--- src/hw/rtl/assert_macros.svh ---
// ----------------------------------------------------------------------------
// Assertion macros
// Clocked concurrent checks, disabled while reset is high.
// ----------------------------------------------------------------------------
`ifndef ASSERT_MACROS_SVH
`define ASSERT_MACROS_SVH

// check that a property holds at every clock edge
`define ASSERT_HOLDS(lbl, prop, msg) \
  lbl: assert property (@(posedge clk) disable iff (rst) (prop)) else $error(msg);

// check that an expression is never true
`define ASSERT_NEVER(lbl, expr, msg) \
  lbl: assert property (@(posedge clk) disable iff (rst) !(expr)) else $error(msg);

`endif

--- src/hw/rtl/rpc_pkg.sv ---
// ----------------------------------------------------------------------------
// rpc_pkg
// Types, constants and arctangent table of the CORDIC converter.
// ----------------------------------------------------------------------------
`default_nettype none

package rpc_pkg;

  localparam int IN_W    = 16;
  localparam int FRAC_W  = 16;
  localparam int STAGES  = 16;
  localparam int XY_W    = IN_W + FRAC_W + 4;
  localparam int Z_W     = 34;
  localparam int GAIN_W  = 32;
  localparam int PROD_W  = IN_W + GAIN_W;
  localparam int RND_W   = XY_W - FRAC_W;
  localparam int H_W     = XY_W - 1 - GAIN_W;
  localparam int MAG_W   = GAIN_W + H_W + 1;

  localparam logic [GAIN_W-1:0] GAIN      = 32'h9B74EDA8;
  localparam logic [Z_W-1:0]    Z_HALF    = Z_W'(64'h8000_0000);
  localparam logic [31:0]       ANG_ROUND = 32'h0000_8000;

  localparam logic [31:0] ATAN_TAB [0:31] = '{
    32'h20000000, 32'h12E4051E, 32'h09FB385B, 32'h051111D4,
    32'h028B0D43, 32'h0145D7E1, 32'h00A2F61E, 32'h00517C55,
    32'h0028BE53, 32'h00145F2F, 32'h000A2F98, 32'h000517CC,
    32'h00028BE6, 32'h000145F3, 32'h0000A2FA, 32'h0000517D,
    32'h000028BE, 32'h0000145F, 32'h00000A30, 32'h00000518,
    32'h0000028C, 32'h00000146, 32'h000000A3, 32'h00000051,
    32'h00000029, 32'h00000014, 32'h0000000A, 32'h00000005,
    32'h00000003, 32'h00000001, 32'h00000001, 32'h00000000
  };

  typedef enum logic {
    OP_TO_POLAR = 1'b0,
    OP_TO_RECT  = 1'b1
  } opcode_t;

  typedef struct packed {
    opcode_t             opcode;
    logic signed [15:0]  x_in;
    logic signed [15:0]  y_in;
    logic [15:0]         radius_in;
    logic [15:0]         angle_in;
  } request_t;

  typedef struct packed {
    logic                   valid;
    opcode_t                opcode;
    logic                   zero;
    logic signed [XY_W-1:0] x;
    logic signed [XY_W-1:0] y;
    logic signed [Z_W-1:0]  z;
  } cordic_t;

  typedef struct packed {
    logic               valid;
    logic signed [15:0] x_out;
    logic signed [15:0] y_out;
    logic [15:0]        radius_out;
    logic [15:0]        angle_out;
    logic               saturated;
  } result_t;

endpackage

`default_nettype wire

--- src/hw/rtl/rpc_post.sv ---
// ----------------------------------------------------------------------------
// rpc_post
// Two output stages: remove the gain from the magnitude, round the angle
// and the coordinates, then clip and blank the fields an opcode leaves unused.
// ----------------------------------------------------------------------------
`default_nettype none

module rpc_post import rpc_pkg::*; (
  input  wire logic    clk,
  input  wire logic    rst,
  input  wire logic    en,
  input  wire cordic_t done,
  output result_t      res
);

  logic                    p_valid;
  opcode_t                 p_op;
  logic                    p_zero;
  logic [2*GAIN_W-1:0]     p_prod;
  logic [H_W-1:0]          p_h;
  logic [15:0]             p_angle;
  logic signed [RND_W-1:0] p_rx;
  logic signed [RND_W-1:0] p_ry;

  logic [XY_W-1:0]         xc;
  logic [31:0]             zsum;
  logic signed [XY_W-1:0]  xr;
  logic signed [XY_W-1:0]  yr;

  localparam logic signed [XY_W-1:0]  XY_HALF = XY_W'(1) <<< (FRAC_W - 1);
  localparam logic signed [RND_W-1:0] SAT_HI  = RND_W'(32767);
  localparam logic signed [RND_W-1:0] SAT_LO  = -RND_W'(32767);
  localparam logic [MAG_W-1:0]        MAG_HALF = MAG_W'(1) << (FRAC_W - 1);
  localparam logic [MAG_W-FRAC_W-1:0] MAG_MAX  = (MAG_W-FRAC_W)'(16'hFFFF);

  always_comb begin
    xc   = done.x[XY_W-1] ? '0 : done.x;
    zsum = done.z[31:0] + ANG_ROUND;
    xr   = done.x + XY_HALF;
    yr   = done.y + XY_HALF;
  end

  always_ff @(posedge clk) begin
    if (rst) begin
      p_valid <= 1'b0;
    end else if (en) begin
      p_valid <= done.valid;
    end
  end

  always_ff @(posedge clk) begin
    if (en) begin
      p_op    <= done.opcode;
      p_zero  <= done.zero;
      p_prod  <= (2*GAIN_W)'(xc[GAIN_W-1:0]) * (2*GAIN_W)'(GAIN);
      p_h     <= xc[XY_W-2:GAIN_W];
      p_angle <= zsum[31:16];
      p_rx    <= xr[XY_W-1:FRAC_W];
      p_ry    <= yr[XY_W-1:FRAC_W];
    end
  end

  logic [MAG_W-1:0]        mag;
  logic [MAG_W-FRAC_W-1:0] magi;
  logic                    clip_x;
  logic                    clip_y;
  logic signed [15:0]      sx;
  logic signed [15:0]      sy;

  always_comb begin
    mag    = MAG_W'(p_h) * MAG_W'(GAIN) + MAG_W'(p_prod[2*GAIN_W-1:GAIN_W]) + MAG_HALF;
    magi   = mag[MAG_W-1:FRAC_W];
    clip_x = (p_rx > SAT_HI) || (p_rx < SAT_LO);
    clip_y = (p_ry > SAT_HI) || (p_ry < SAT_LO);
    sx     = (p_rx > SAT_HI) ? 16'sd32767 : (p_rx < SAT_LO) ? -16'sd32767 : p_rx[15:0];
    sy     = (p_ry > SAT_HI) ? 16'sd32767 : (p_ry < SAT_LO) ? -16'sd32767 : p_ry[15:0];
  end

  always_ff @(posedge clk) begin
    if (rst) begin
      res.valid <= 1'b0;
    end else if (en) begin
      res.valid <= p_valid;
    end
  end

  always_ff @(posedge clk) begin
    if (en) begin
      if (p_op == OP_TO_RECT) begin
        res.x_out      <= sx;
        res.y_out      <= sy;
        res.saturated  <= clip_x || clip_y;
        res.radius_out <= '0;
        res.angle_out  <= '0;
      end else begin
        res.x_out      <= '0;
        res.y_out      <= '0;
        res.saturated  <= 1'b0;
        if (p_zero) begin
          res.radius_out <= '0;
          res.angle_out  <= '0;
        end else begin
          res.radius_out <= (magi > MAG_MAX) ? 16'hFFFF : magi[15:0];
          res.angle_out  <= p_angle;
        end
      end
    end
  end

endmodule

`default_nettype wire

--- config.mk ---
export PLATFORM = sky130hd
export DESIGN_NAME = rpc_post
export DESIGN_NICKNAME = d
export VERILOG_FILES = /design/src/hw/rtl/assert_macros.svh /design/src/hw/rtl/rpc_pkg.sv /design/src/hw/rtl/rpc_post.sv
export SDC_FILE = /design/constraint.sdc
export NUM_CORES = 1
export LEC_CHECK = 0
export BUFFER_PORTS_ARGS = -buffer_cell sky130_fd_sc_hd__buf_2
export CAP_MARGIN = 20
export CORE_MARGIN = 1
export CORE_UTILIZATION = 30
export DETAILED_ROUTE_END_ITERATION = 6
export HOLD_SLACK_MARGIN = 0.08
export PLACE_DENSITY = 0.43
export SLEW_MARGIN = 20
export SYNTH_ARGS = -nofsm -noshare
export SYNTH_HDL_FRONTEND = slang
export SYNTH_SLANG_ARGS = --single-unit
--- constraint.sdc ---
create_clock -name clk -period 25.6 [get_ports clk]
set_input_delay 5.12 -clock clk [delete_from_list [all_inputs] [get_ports clk]]
set_output_delay 5.12 -clock clk [all_outputs]
set_load 0.005 [all_outputs]
# Word level (Yosys, flattened, before mapping)
# Cells that the tools add are included.
# op_classes
add_sub_neg	5
muxes	6
n_lt_le_gt_ge	5
reduce_logical	6
n_mul	2
bitwise_logic	1
# op_table
op	count
$add 36x17->36 const B	2
$mul 32x29->61 const B	1
$gt 20x16->1 const B	3
$mux 16	3
$lt 20x16->1 const B	2
$add 35x32->36	1
$add 36x16->36 const B	1
$add 32x16->32 const B	1
$mul 3x29->32 const B	1
$mux 32	1
$mux 15	2
$reduce_or 2->1	3
$logic_or 1x1->1	3
$not 1->1	1
# word_totals
register_bits	189
elab_cells	41

# Logic depth before layout (Yosys ltp)
# depth
word_depth	5
depth_mapped	29
depth_no_buf	26

# Worst setup path after synthesis
# OpenSTA, ideal clock, no wires.
# synth_path
path_type	input port to flip-flop
start	input port done[105] in the netlist's numbering
end	register p_prod[46] (data pin)
path_slack_ns	13.053
path_stages	27
required_time_ns	25.341
setup_time_ns	0.259
n_path_buf	3
t_arrival_ns	12.288
cell_sequence	clkbuf_1 -> clkbuf_1 -> nand2b_1 -> inv_1 -> ha_1 -> inv_1 -> fa_1 -> fa_1 -> fa_1 -> inv_1 -> fa_1 -> fa_1 -> fa_1 -> inv_1 -> fa_1 -> inv_1 -> ha_1 -> buf_6 -> a21o_1 -> a21oi_1 -> o21ai_1 -> a211o_1 -> a221oi_2 -> o21bai_2 -> a221o_1 -> a21oi_2 -> xnor2_1
# synth_between
elab_chain_cells	2
# synth_rtl
element	line_no	text
start: declaration	rpc_post.sv:12	input wire cordic_t done,
$mux 32	rpc_post.sv:37	xc = done.x[XY_W-1] ? '0 : done.x;
$mul 32x29->61	rpc_post.sv:55	p_prod <= (2*GAIN_W)'(xc[GAIN_W-1:0]) * (2*GAIN_W)'(GAIN);
end signal: assignment	rpc_post.sv:55	
end: declaration	rpc_post.sv:19	logic [2*GAIN_W-1:0] p_prod;
# No other way between the ends.
# A chain may end at the register's enable or synchronous reset.

# Worst setup path in the final report
# Ends and elaborated chain as after synthesis.

==> metrics.txt <==
Seq cells post-synth=around 160; Syn Area/Cell=between 10 and 15 um2; Fin Setup TNS=0 ns; fin area=29400 um2; post-cts sizing count=0; placed cells=around 3800; CTS Hold Bufs=0; crit-path max FO=51; Slew @ Worst Pin=about 1.1 ns; Die Ht=~300 um; Post-synth EDFFs=155; Layout area overhead=10.0%; count leader, synth=inv_1; vias in the first global route=~19000; maximum clock path buffer count=2; WL/cell=18.6 um; H-tree Lvls=4; mapped cell area=about 27000 um2; Period Utilization, post-route=0.528; I/O pins=178; Setup crit start kind=primary input; final design utilization=0.333; initial antenna violation count=3; first-pass GRT wire length=approximately 110 mm; Remaining DRCs=0; CP Class=primary input to register; Fillers=between 9000 and 10000; final hold violation count=0; core area=around 90000 um2; Seq/Total Area, Yosys=0.175; Yosys top cell area share=0.337; Clock Root Buffer=clkbuf_16; RSZ-0062 raised after global routing=false; critical path capture point type=register; Post-CTS Setup Bufs=0; Setup violations, final=0; Post-synth top cells=711 x inv_1, 450 x fa_1, 420 x ha_1, 155 x edfxtp_1, 92 x xnor2_1; Slew headroom=0.272; flop2flop setup slack=18.63 ns; Syn Nets=3538; Rows=about 110; Max Cap Viol=0; Slew Limit Fails=0; Tmin final=13.51 ns; clock latency on the worst-skew pair=between 0.4 and 0.5 ns; worst clock skew=a little under 0.01 ns; fraction of layout cells with a size suffix above 1=0.0777; Max Freq=approximately 74 MHz; initial drt markers=900; Final HPWL DP=roughly 64 mm; placed inst area=a little under 30000 um2; CTS tree=yes; Hold WC Path Type=register to register; CTS sink count=~160; area leader, netlist=fa_1; Initial Util=0.303; RePlAce Congestion=~0.9; total wire length=slightly above 70 mm; Pre-antenna DRT Iters=6; GRT Util Overall=0.162; GRT overflow=0; largest net degree at the start of global routing=88; Reg clk slew, reported paths=0.07 ns; CTS buffer count=17; port bufs=roughly 150; Arr. time, crit path=between 10 and 15 ns; ys async rst share=0; Netlist cell types=72; routed via count=17690; Die ar.=between 90000 and 100000 um2; via/cell ratio=approximately 4.6; Final #Nets=3672; Synth Flop Type=edfxtp_1; WP data required=between 20 and 30 ns; Synth warnings=0; Syn Inst Count=2556; Die W=~300 um; outcome=finished, final reports clean; Synth area leaders=fa_1 34%, ha_1 20%, edfxtp_1 17%; DRT antenna net count=0; final std cells w/o fill=about 3900
-- final cells by class --
cell class	instances	area (um2)	area share
Antenna cell	3	7.51	0.000255
Clock buffer	19	453	0.0154
Clock inverter	13	123	0.00417
Inverter	711	2670	0.0907
Multi-Input combinational cell	1651	19200	0.654
Sequential cell	157	4690	0.160
Tap cell	1165	1460	0.0495
Timing Repair Buffer	152	788	0.0268
-- layer usage --
metal / share of wire / vias to the layer above / wire, um / global-route usage
met4: 0.019 / 0 / 1400 / 0.0381
met3: 0.044 / 63 / 3160 / 0.0247
met2: 0.48 / 353 / 34400 / 0.272
met1: 0.46 / 8889 / 32800 / 0.217
li1: - / 8385 / - / -
met5: 0 / - / 0 / 0
-- cell usage in the layout (no fill, tap or decap), types with 17 or more instances in the layout --
| cell type | synthesis | final |
|---|---|---|
| edfxtp_1 | 155 | 155 |
| nor2b_1 | 25 | 25 |
| xnor2_1 | 92 | 92 |
| xor2_1 | 33 | 33 |
| fa_1 | 450 | 450 |
| o21a_1 | 40 | 40 |
| ha_1 | 420 | 420 |
| nand2_1 | 68 | 68 |
| nor2_1 | 67 | 67 |
| nand2b_1 | 34 | 34 |
| buf_2 | 3 | 144 |
| nand3_1 | 44 | 44 |
| a21oi_1 | 71 | 71 |
| inv_1 | 711 | 711 |
| nand4_1 | 21 | 21 |
| and3_1 | 22 | 22 |
| clkbuf_16 | 0 | 17 |
| and2_1 | 32 | 32 |
| o21ai_0 | 56 | 56 |
| a21o_1 | 41 | 41 |
-- stage by stage --
| stage | worst slack [ns] | hold WS (ns) |
|---|---|---|
| 2_1_floorplan | 13.05 | 0.460 |
| 3_3_place_gp | 11.60 | 0.467 |
| 3_5_place_dp | 11.56 | 0.487 |
| 4_1_cts | 12.04 | 0.504 |
| 5_1_grt | 11.77 | 0.531 |
| 6_report | 12.09 | 0.498 |
-- registers in the layout, summed over array words and instances (netlist names), 3 cells and up --
name and count:
p_h 3, res 66, p_rx 20, p_ry 20, p_prod 29, p_angle 16
-- critical path, cell delays in order --
cell and delay [ns]:
buf_2 0.07, buf_4 0.43, nand2b_1 0.61, inv_1 0.51, ha_1 0.53, fa_1 0.57, inv_1 0.05, fa_1 0.46
fa_1 0.49, fa_1 0.49, inv_1 0.06, fa_1 0.51, fa_1 0.56, inv_1 0.06, fa_1 0.50, inv_1 0.04
ha_1 0.34, a21oi_1 0.19, o21ai_0 0.20, a211oi_1 0.34, o311ai_1 0.29, a221oi_2 0.45, o21bai_2 0.17, a221o_1 0.38
a21oi_2 0.16, xnor2_1 0.07
-- path summary, 6_finish.rpt --
kind	cells after the start	from	endpoint
max	26	done[105]	p_prod[46]
min reg2reg	2	res[65]	res[65]
min	2	res[65]	res[65]
max reg2reg	22	p_h[1]	res[27]
-- kinds of logic (layout without fill, tap and decap cells) --
family,count (synthesis),after routing,share of synthesized area
mux,2,2,0.000748
flops,157,157,0.175
fa+ha+maj,870,870,0.533
other cells,0,3,0
xor+xnor,126,126,0.0415
buf+inv,748,895,0.105
simple gates,356,356,0.0693
compound gates,297,297,0.0744
Power is left out: the tool's default activity adds up to more than one toggle a clock period on the data nets, which glitch-free logic cannot reach.
