--- src/hw/rtl/assert_macros.svh ---
// ----------------------------------------------------------------------------
// Assertion macros
// Clocked concurrent checks, disabled while reset is high.
// ----------------------------------------------------------------------------
`ifndef ASSERT_MACROS_SVH
`define ASSERT_MACROS_SVH

// check that a property holds at every clock edge
`define ASSERT_HOLDS(lbl, prop, msg) \
  lbl: assert property (@(posedge clk) disable iff (rst) (prop)) else $error(msg);

// check that an expression is never true
`define ASSERT_NEVER(lbl, expr, msg) \
  lbl: assert property (@(posedge clk) disable iff (rst) !(expr)) else $error(msg);

`endif

--- src/hw/rtl/rpc_pkg.sv ---
// ----------------------------------------------------------------------------
// rpc_pkg
// Types, constants and arctangent table of the CORDIC converter.
// ----------------------------------------------------------------------------
`default_nettype none

package rpc_pkg;

  localparam int IN_W    = 16;
  localparam int FRAC_W  = 16;
  localparam int STAGES  = 16;
  localparam int XY_W    = IN_W + FRAC_W + 4;
  localparam int Z_W     = 34;
  localparam int GAIN_W  = 32;
  localparam int PROD_W  = IN_W + GAIN_W;
  localparam int RND_W   = XY_W - FRAC_W;
  localparam int H_W     = XY_W - 1 - GAIN_W;
  localparam int MAG_W   = GAIN_W + H_W + 1;

  localparam logic [GAIN_W-1:0] GAIN      = 32'h9B74EDA8;
  localparam logic [Z_W-1:0]    Z_HALF    = Z_W'(64'h8000_0000);
  localparam logic [31:0]       ANG_ROUND = 32'h0000_8000;

  localparam logic [31:0] ATAN_TAB [0:31] = '{
    32'h20000000, 32'h12E4051E, 32'h09FB385B, 32'h051111D4,
    32'h028B0D43, 32'h0145D7E1, 32'h00A2F61E, 32'h00517C55,
    32'h0028BE53, 32'h00145F2F, 32'h000A2F98, 32'h000517CC,
    32'h00028BE6, 32'h000145F3, 32'h0000A2FA, 32'h0000517D,
    32'h000028BE, 32'h0000145F, 32'h00000A30, 32'h00000518,
    32'h0000028C, 32'h00000146, 32'h000000A3, 32'h00000051,
    32'h00000029, 32'h00000014, 32'h0000000A, 32'h00000005,
    32'h00000003, 32'h00000001, 32'h00000001, 32'h00000000
  };

  typedef enum logic {
    OP_TO_POLAR = 1'b0,
    OP_TO_RECT  = 1'b1
  } opcode_t;

  typedef struct packed {
    opcode_t             opcode;
    logic signed [15:0]  x_in;
    logic signed [15:0]  y_in;
    logic [15:0]         radius_in;
    logic [15:0]         angle_in;
  } request_t;

  typedef struct packed {
    logic                   valid;
    opcode_t                opcode;
    logic                   zero;
    logic signed [XY_W-1:0] x;
    logic signed [XY_W-1:0] y;
    logic signed [Z_W-1:0]  z;
  } cordic_t;

  typedef struct packed {
    logic               valid;
    logic signed [15:0] x_out;
    logic signed [15:0] y_out;
    logic [15:0]        radius_out;
    logic [15:0]        angle_out;
    logic               saturated;
  } result_t;

endpackage

`default_nettype wire

--- src/hw/rtl/rpc_prep.sv ---
// ----------------------------------------------------------------------------
// rpc_prep
// Two input stages: fold the left half plane or back half turn, scale the
// radius by the inverse CORDIC gain and seed the x, y and angle registers.
// ----------------------------------------------------------------------------
`default_nettype none

module rpc_prep import rpc_pkg::*; (
  input  wire logic     clk,
  input  wire logic     rst,
  input  wire logic     en,
  input  wire logic     req_valid,
  input  wire request_t req,
  output cordic_t       seed
);

  logic                   a_valid;
  opcode_t                a_op;
  logic                   a_zero;
  logic                   a_flip;
  logic signed [XY_W-1:0] a_x;
  logic signed [XY_W-1:0] a_y;
  logic signed [Z_W-1:0]  a_z;
  logic [PROD_W-1:0]      a_prod;

  logic signed [XY_W-1:0] xe;
  logic signed [XY_W-1:0] ye;
  logic                   left;
  logic                   flip;
  logic [31:0]            zr;
  logic signed [Z_W-1:0]  z_seed;
  logic signed [XY_W-1:0] gx;

  always_comb begin
    xe   = XY_W'(req.x_in) <<< FRAC_W;
    ye   = XY_W'(req.y_in) <<< FRAC_W;
    left = req.x_in[15];
    flip = req.angle_in[15] ^ req.angle_in[14];
    zr   = {req.angle_in ^ {flip, 15'd0}, 16'd0};
    if (req.opcode == OP_TO_RECT) begin
      z_seed = Z_W'($signed(zr));
    end else begin
      z_seed = left ? Z_HALF : '0;
    end
  end

  always_ff @(posedge clk) begin
    if (rst) begin
      a_valid <= 1'b0;
    end else if (en) begin
      a_valid <= req_valid;
    end
  end

  always_ff @(posedge clk) begin
    if (en) begin
      a_op   <= req.opcode;
      a_zero <= (req.x_in == 16'sd0) && (req.y_in == 16'sd0);
      a_flip <= flip;
      a_x    <= left ? -xe : xe;
      a_y    <= left ? -ye : ye;
      a_z    <= z_seed;
      a_prod <= PROD_W'(req.radius_in) * PROD_W'(GAIN);
    end
  end

  assign gx = XY_W'(a_prod[PROD_W-1:GAIN_W-FRAC_W]);

  always_ff @(posedge clk) begin
    if (rst) begin
      seed.valid <= 1'b0;
    end else if (en) begin
      seed.valid <= a_valid;
    end
  end

  always_ff @(posedge clk) begin
    if (en) begin
      seed.opcode <= a_op;
      seed.zero   <= a_zero;
      seed.z      <= a_z;
      if (a_op == OP_TO_RECT) begin
        seed.x <= a_flip ? -gx : gx;
        seed.y <= '0;
      end else begin
        seed.x <= a_x;
        seed.y <= a_y;
      end
    end
  end

endmodule

`default_nettype wire

--- config.mk ---
export PLATFORM = sky130hd
export DESIGN_NAME = rpc_prep
export DESIGN_NICKNAME = d
export VERILOG_FILES = /design/src/hw/rtl/assert_macros.svh /design/src/hw/rtl/rpc_pkg.sv /design/src/hw/rtl/rpc_prep.sv
export SDC_FILE = /design/constraint.sdc
export NUM_CORES = 1
export LEC_CHECK = 0
export BUFFER_PORTS_ARGS = -buffer_cell sky130_fd_sc_hd__clkbuf_2
export CAP_MARGIN = 30
export CORE_AREA = 3 3 124 216
export DETAILED_ROUTE_END_ITERATION = 10
export DIE_AREA = 0 0 127 219
export PLACE_DENSITY = 0.92
export SLEW_MARGIN = 20
export SYNTH_ARGS = -nofsm -noshare
export SYNTH_HDL_FRONTEND = slang
export SYNTH_SLANG_ARGS = --single-unit
--- constraint.sdc ---
create_clock -name clk -period 7.15 [get_ports clk]
set_input_delay 0.3575 -clock clk [delete_from_list [all_inputs] [get_ports clk]]
set_output_delay 0.3575 -clock clk [all_outputs]
set_load 0.01 [all_outputs]
# Word level (Yosys, flattened, before mapping)
# Index checks and enable logic that the tools add are counted.
# totals
elab_cells	32
output_inout_bits	109
register_bits	264
# op_classes
mux	6
n_addsub	3
multipliers	1
reduce_logical	3
n_bitwise	2
# op_table
cell	n
negation 32 -> 36 bit	3
two-way mux 36 bit	2
two-way mux 72 bit	1
multiplier 16 x 29 -> 45 bit, second input constant	1
two-way mux 34 bit	1
logical NOT 16 bit	2
two-way mux 32 bit	1
two-way mux 31 bit	1
XOR 16 bit	1
logical AND 1 bit	1
XOR 1 bit	1

# Depth between registers and ports, before layout
# Gate-level depths: netlist (run 1).
# depth
depth_word	3
mapped_depth	23
ltp_nobuf	23

# Worst setup path after synthesis (run 1)
# OpenSTA, ideal clock, no wires.
# synth_path
kind	input -> register
startpoint	input req[26] (netlist name)
endpoint	register a_prod[35], data pin
required_time_ns	6.886
setup_ns	0.264
path_stages	20
setup_slack_ns	1.309
t_arrival_ns	5.577
cell_sequence	ha_1 inv_1 fa_1 fa_1 inv_1 fa_1 fa_1 inv_1 fa_1 inv_1 ha_1 o211ai_1 nor2_1 or2_1 a31oi_1 a41oi_1 a311oi_1 o21ai_1 a221oi_1 xnor2_1
# synth_via
elab_chain_cells	1
# synth_lines
element	line	text
start: declaration	rpc_prep.sv:13	input wire request_t req,
multiplier 16 x 29 -> 45 bit	rpc_prep.sv:63	a_prod <= PROD_W'(req.radius_in) * PROD_W'(GAIN);
end signal: assignment	rpc_prep.sv:63	
end: declaration	rpc_prep.sv:24	logic [PROD_W-1:0] a_prod;
# Every way passes these cells.
# A chain may end at the register's enable or synchronous reset.

# Worst setup path in the final report (run 1)
# layout_path
startpoint	input req[26] (netlist name)
endpoint	register a_prod[43], data pin
# Same word-level chain as after synthesis.

==> flow_results.org, run 1 <==
** Route
- Number of iterations in the first detailed-routing pass :: 5
- DRC :: 0
- Wire length reported by the detailed router :: 37000 um
- Once detail routing completed, the nets flagged for antenna violations numbered 0.
- Average wire per cell in the routed design :: 20.5 um
- Number of vias per cell :: 5.52
- Total number of vias :: 9950
- For this block, the initial DRC count from the detailed router was 598.

** Finish
- Fill cell total of the finished layout :: 1851
- The area growth from synthesis to layout is 11.4%.
- FF/Latch Area :: 5050 um2
- Finished Cell Area :: 16700 um2
- In the final layout, the share of cells above drive strength 1 is 0.138.
- Summing all multi-input logic gate instances after layout gives 8770 um2.
- Final net count :: 1885

** Clock tree
- After clock tree synthesis, the flow added hold-fix buffers numbering 0.
- Clock-pin slew was measured on the worst setup and hold paths at 0.06 ns.
- Setup bufs post-CTS :: 0
- Deepest clock path buffer count :: 3
- The root buffer cell chosen for the clock tree is sky130_fd_sc_hd__clkbuf_16.
- Number of CTS-inserted buffers :: 25
- TritonCTS built the clock tree.
- Clock net sink count :: 169
- # resized after CTS :: 0
- Number of levels in the clock H-tree :: 4
- Worst skew pair latency :: 0.48 ns

** Floorplan
- The die is 127 um wide.
- Die Span Y :: 219 um
- Placeable core area :: 25200 um2
- Initial Utilization :: 0.595
- Die Area :: 27800 um2
- Boundary pin count :: 178
- After floorplanning, the core was divided into 77 placement rows.

** Setup path
- Sum of buffers and inverters on the critical path :: 5
- Delay of the slowest cell on the worst path :: 0.64 ns
- The cell that appears most often on the critical path is sky130_fd_sc_hd__fa_1.
- Data required, critical path :: 7.38 ns
- Among all stages on the critical path, the largest delay is contributed by sky130_fd_sc_hd__fa_1.
- Signal arrival time at the worst endpoint :: 6.52 ns
- In this design, the largest share of critical-path delay is due to adder cells.
- Max Fanout on Critical Path :: 6
- Sort of element at the end of the critical path :: flip-flop
- Worst setup path class :: in -> reg
- Sort of element at the start of the critical path :: input pin
- Cell Chain, Critical Path :: clkbuf_2 -> ha_1 -> inv_1 -> fa_1 -> fa_1 -> inv_1 -> fa_1 -> fa_1 -> inv_1 -> fa_1 -> inv_1 -> ha_1 -> and3_1 -> and2_1 -> o31a_1 -> nor4_1 -> nor2_1 -> a31oi_1 -> o21ai_1 -> xnor2_1

** STA
- Slew of the pin with the lowest slew margin :: 0.968 ns
- RSZ-0062 raised after global routing :: false
- Hold violation total from the final report :: 0
- Worst clock skew :: 0.0145 ns
- Worst-case hold slack :: 0.0547 ns
- Static timing analysis puts the maximum clock frequency at 159 MHz.
- # setup viols final :: 0
- Fraction of the cycle the final worst path needs :: 0.880
- The final-report max-slew violation count came to 0.
- Worst slew margin relative to its limit :: 0.355
- Adding up every negative setup slack in the final design gives 0 ns.
- Time the worst path needs with I/O delays and setup :: 6.29 ns

** Place
- Detail Placement HPWL :: 30500 um
- Post-Place Cell Area :: 16100 um2
- Routability Congestion :: 0.997
- Number of I/O port buffers :: 145

** Yosys
- Averaged over all synthesized cells, the footprint is 11.4 um2.
- Post-synthesis simple-gate area fraction :: 0.0820
- Flops & latches, synth :: 169
- Seq/Total Area, Yosys :: 0.336
- For this run, asynchronously set or reset flops after synthesis account for 0.
- After synthesis, the largest family of logic cells by area is adder cells.
- Dominant synthesized flop cell :: sky130_fd_sc_hd__edfxtp_1
- By area the synthesized netlist is led by sky130_fd_sc_hd__edfxtp_1, sky130_fd_sc_hd__fa_1, sky130_fd_sc_hd__ha_1.
- Of the post-synthesis cell area, the dominant cell type holds 0.334.
- In this run, distinct cell masters in the synthesized netlist total 63.
- Most common cell in the synthesized netlist :: sky130_fd_sc_hd__inv_1
- Mux contribution to synthesized area :: 0.00200
- Of the total synthesized cell area, the portion taken by XOR and XNOR cells is 0.0571.
- Netlist area before placement :: 15000 um2
- Sorting the synthesized cells by how often they occur yields sky130_fd_sc_hd__inv_1, sky130_fd_sc_hd__fa_1, sky130_fd_sc_hd__edfxtp_1.
- sky130_fd_sc_hd__edfxtp_1 takes more of the synthesized area than any other cell.
- The fraction of the mapped netlist area in compound gates came to 0.0717.
- Of the total synthesized cell area, the portion taken by full adders, half adders and majority gates is 0.362.
- After technology mapping, the gate count stands at 1315.
- Post-synth EDFFs :: 167
- Yosys printed 0 warnings.

** Global routing
- Summed over all layers, the global routing overflow is 0.
- Antenna violations before repair :: 1
- First-pass GRT wire length :: 57400 um
- Overall global routing resource usage :: 0.274
- Maximum number of pins on one net before global-route repair :: 108
- The number of global-route vias before repair was 10800.

** Run
- Reported max-cap violation count :: 0

** Worst hold path
- Class of the tightest hold or removal check :: in -> reg

** Run status
- The flow ran to the end, and the final reports show no timing, DRC or antenna violations.
==> layout make-up <==
cell class,instances,share of cell area
multi-input cells,859,0.524
diodes,1,0.000150
clock buffers,27,0.0378
flip-flops and latches,169,0.302
inverters,274,0.0614
repair buffers,153,0.0478
clock inverters,5,0.00299
well taps,316,0.0236
==> logic make-up after synthesis <==
| logic type | count (synthesis) |
|---|---|
| adders and majority gates | 334 |
| xor gates and xnor gates | 98 |
| and+or+nand+nor | 223 |
| other | 1 |
| buffers and inverters | 322 |
| DFF | 169 |
| muxes | 3 |
| AOI/OAI and AO/OA | 165 |
==> layout by cell type (no fill, tap or decap), drive strengths merged, types with 6 or more instances in the layout <==
master,n
nor3,12
a31oi,7
xor2,49
clkbuf,171
a21o,26
edfxtp,167
o21ai,33
fa,168
and2,20
nor2b,27
o31ai,13
or3,9
nor2,50
o41ai,8
or2,9
or4,11
nand2b,14
xnor2,49
ha,166
buf,9
nand3,11
nand2,41
and3,6
a21oi,56
conb,36
inv,273
==> stage by stage <==
step                      cells   util  setup slack, ns
after floorplan            1350      -             1.31
after global placement     1770  0.635            0.495
after detailed placement   1771  0.636            0.385
after CTS                  1803  0.663            0.894
after global routing       1804  0.663            0.543
final                      1804  0.663            0.860
==> final timing paths <==
check	endpoint	startpoint	cells past startpoint	slack, ns
setup / recovery	a_prod[43]	req[26]	20	0.86
setup reg to reg	seed[98]	a_prod[20]	9	3.68
hold reg to reg	seed[19]	a_z[19]	0	0.41
hold / removal	a_valid	rst	2	0.05
==> sequential cells by signal (all words and copies together), names as in the netlist <==
name / flops
seed: 76
a_prod: 32
a_x: 20
a_y: 20
a_z: 17
a_flip: 1
a_op: 1
a_valid: 1
a_zero: 1
==> routing by layer <==
layer	share of wire	vias to the layer above	track usage
li1	-	4596	-
met1	0.34	4860	0.277
met2	0.55	385	0.520
met3	0.043	109	0.0343
met4	0.072	0	0.175
met5	0	-	0
Power of run 1 is left out: the tool's default activity adds up to more than one toggle a clock period on the data nets, which glitch-free logic cannot reach.
==> inputs of run 2 (changes only) <==
--- a/config.mk
+++ b/config.mk
@@ -10,7 +10,7 @@
 export CORE_AREA = 3 3 124 216
 export DETAILED_ROUTE_END_ITERATION = 10
 export DIE_AREA = 0 0 127 219
-export PLACE_DENSITY = 0.92
+export PLACE_DENSITY = 0.81
 export SLEW_MARGIN = 20
 export SYNTH_ARGS = -nofsm -noshare
 export SYNTH_HDL_FRONTEND = slang
==> flow_results.org, run 2 (synthesized netlist as in run 1, its figures left out) <==
** STA
- Hold violation total from the final report :: 0
- RSZ-0062 raised after global routing :: false
- In the final timing run, aggregate negative setup slack is 0 ns.
- Setup violations remaining at the end of the flow were counted as 0.
- Across the routed clock network, the largest skew measured is 0.0149 ns.
- Timing would allow up to 158 MHz.
- Slew of the pin with the lowest slew margin :: 0.914 ns
- Of the available clock period, the critical path in the final layout requires 0.883.
- Time the worst path needs with I/O delays and setup :: 6.32 ns
- The final-report max-slew violation count came to 0.
- Headroom to the max-slew limit came out at 0.391.

** Route
- Dividing the detail-routed wire length by the instance count gives 19.8 um.
- For this block, the initial DRC count from the detailed router was 477.
- DRC :: 0
- Number of iterations in the first detailed-routing pass :: 5
- Wire length reported by the detailed router :: 35600 um
- Number of nets with antenna violations after detailed routing :: 0
- Number of vias per cell :: 5.41
- The routed layout has 9752 vias.

** Setup path
- Following the worst setup path forward leads to its endpoint at a_prod[43].
- The worst register-to-register path begins at a_prod[20].
- CP Launch Point :: req[26]
- Sort of element at the start of the critical path :: input pin
- Signal arrival time at the worst endpoint :: 6.53 ns
- Data on the critical path is required at its endpoint by 7.37 ns.
- Sort of element at the end of the critical path :: flip-flop
- Max Fanout on Critical Path :: 6
- Across all register-to-register paths, the minimum setup slack is 3.71 ns.
- Depth of the most critical reg-to-reg path :: 9
- By startpoint and endpoint, the worst setup path is classified as in -> reg.
- End of the worst register-to-register path :: seed[101]

** Finish
- Leaving out fill and tap cells, the most frequent cells in the layout are sky130_fd_sc_hd__inv_1, sky130_fd_sc_hd__fa_1, sky130_fd_sc_hd__edfxtp_1.
- Counting flops per register, the top entry is seed.
- Layout overhead on the synthesized area :: 11.3%
- Leading cell type in the layout, fill and taps excluded :: sky130_fd_sc_hd__inv_1
- In the final layout, the registers with the most flip-flops are seed: 76 flops, a_prod: 32 flops.
- The register with the most flip-flops in the layout has 76 of them.
- The repair_antennas step left the layout with diodes totalling 0.
- Ratio of cells with drive above 1 in the final layout :: 0.137
- Final net count :: 1884

** Run
- Across the run, the number of max-cap violations was 0.

** Clock tree
- Clock net sink count :: 169
- After clock tree synthesis, the repair step resized 0 gates.
- The number of setup buffers added after CTS is 0.
- The clock passes through at most 3 buffers.
- CTS clock-pin slew for the worst setup and hold paths :: 0.06 ns
- The H-tree was split into 4 levels.
- Clock tree from TritonCTS :: built
- The clock reaches the later pin of the worst-skew pair after 0.47 ns.
- In this run, post-CTS hold repair placed 0 buffers.
- TritonCTS created 25 clock buffers.
- Clock tree synthesis selected as its root buffer the cell sky130_fd_sc_hd__clkbuf_16.

** Run status
- Run status :: completed

** Floorplan
- Placeable core area :: 25200 um2
- The die is 219 um tall.
- For this configuration, the core starts out at a cell density of 0.595.
- From left edge to right edge, the die measures 127 um.
- Boundary pin count :: 178
- The floorplan step defined a die boundary enclosing 27800 um2.
- Site Rows :: 77

** Global routing
- Antenna violations before repair :: 0
- Via count of the first global-routing pass :: 10500
- Entering global routing, the biggest net connects 98 pins.
- The first global-routing pass estimated 55600 um of wire.
- Overall global routing resource usage :: 0.264
- Global routing finished with a remaining overflow of 0.

** Worst hold path
- The path class of the tightest hold or removal check is in -> reg.

** Place
- Number of I/O port buffers :: 145
- Detail Placement HPWL :: 29900 um
- The congestion estimate from routability-driven global placement came to 0.972.
run 2: changes by cell type in the layout (fill, tap and decap cells not counted), sizes merged:
| cell | delta |
|---|---|
| clkbuf | +2 |
| buf | -1 |
| clkinv | -1 |
| clkinvlp | -1 |
| inv | +1 |
| diode | -1 |
run 2: metal layers:
metal / up-vias / routed length (um) / GRT usage
met5: - / 0 / 0
met4: 0 / 1880 / 0.134
met3: 80 / 1380 / 0.0290
met2: 303 / 20300 / 0.523
met1: 4782 / 12100 / 0.264
li1: 4587 / - / -
run 2: stage by stage:
| step | instances | util | worst slack (ns) | hold slack (ns) | area [um2] |
|---|---|---|---|---|---|
| final | 1803 | 0.663 | 0.834 | 0.0725 | 16700 |
| after global routing | 1803 | 0.663 | 0.493 | 0.0608 | 16700 |
| after CTS | 1803 | 0.663 | 0.823 | 0.0603 | 16700 |
| after detailed placement | 1770 | 0.636 | 0.293 | 0.405 | 16000 |
| after global placement | 1769 | 0.635 | 0.442 | 0.402 | 16000 |
| after floorplan | 1350 | - | 1.31 | 0.400 | 15200 |
run 2: worst max-delay path: stages:
cell	delay, ns
sky130_fd_sc_hd__clkbuf_2	0.25
sky130_fd_sc_hd__ha_1	0.40
sky130_fd_sc_hd__inv_1	0.15
sky130_fd_sc_hd__fa_1	0.62
sky130_fd_sc_hd__fa_1	0.59
sky130_fd_sc_hd__inv_1	0.06
sky130_fd_sc_hd__fa_1	0.51
sky130_fd_sc_hd__fa_1	0.54
sky130_fd_sc_hd__inv_1	0.05
sky130_fd_sc_hd__fa_1	0.52
sky130_fd_sc_hd__inv_1	0.04
sky130_fd_sc_hd__ha_1	0.36
sky130_fd_sc_hd__and3_1	0.19
sky130_fd_sc_hd__and2_1	0.15
sky130_fd_sc_hd__o31a_1	0.34
sky130_fd_sc_hd__nor4_1	0.49
sky130_fd_sc_hd__nor2_1	0.23
sky130_fd_sc_hd__a31oi_1	0.36
sky130_fd_sc_hd__o21ai_1	0.15
sky130_fd_sc_hd__xnor2_1	0.15
run 2: how the worst min path moves through the flow:
stage,startpoint,endpoint,slack [ns],depth (start not counted)
2_1_floorplan,a_zero,seed[106],0.40,0
3_5_place_dp,a_z[22],seed[22],0.40,0
5_1_grt,rst,seed[108],0.06,2
4_1_cts,rst,seed[108],0.06,2
6_report,rst,seed[108],0.07,2
3_3_place_gp,a_z[31],seed[31],0.40,0
run 2: layout make-up:
class | instances | area, um2
Timing Repair Buffer | 152 | 792
Inverter | 274 | 1030
Clock inverter | 4 | 47.5
Tap cell | 316 | 395
Multi-Input combinational cell | 859 | 8770
Sequential cell | 169 | 5050
Clock buffer | 29 | 641
Fill cell | 1935 | 8510
Power of run 2 is left out for the same reason.
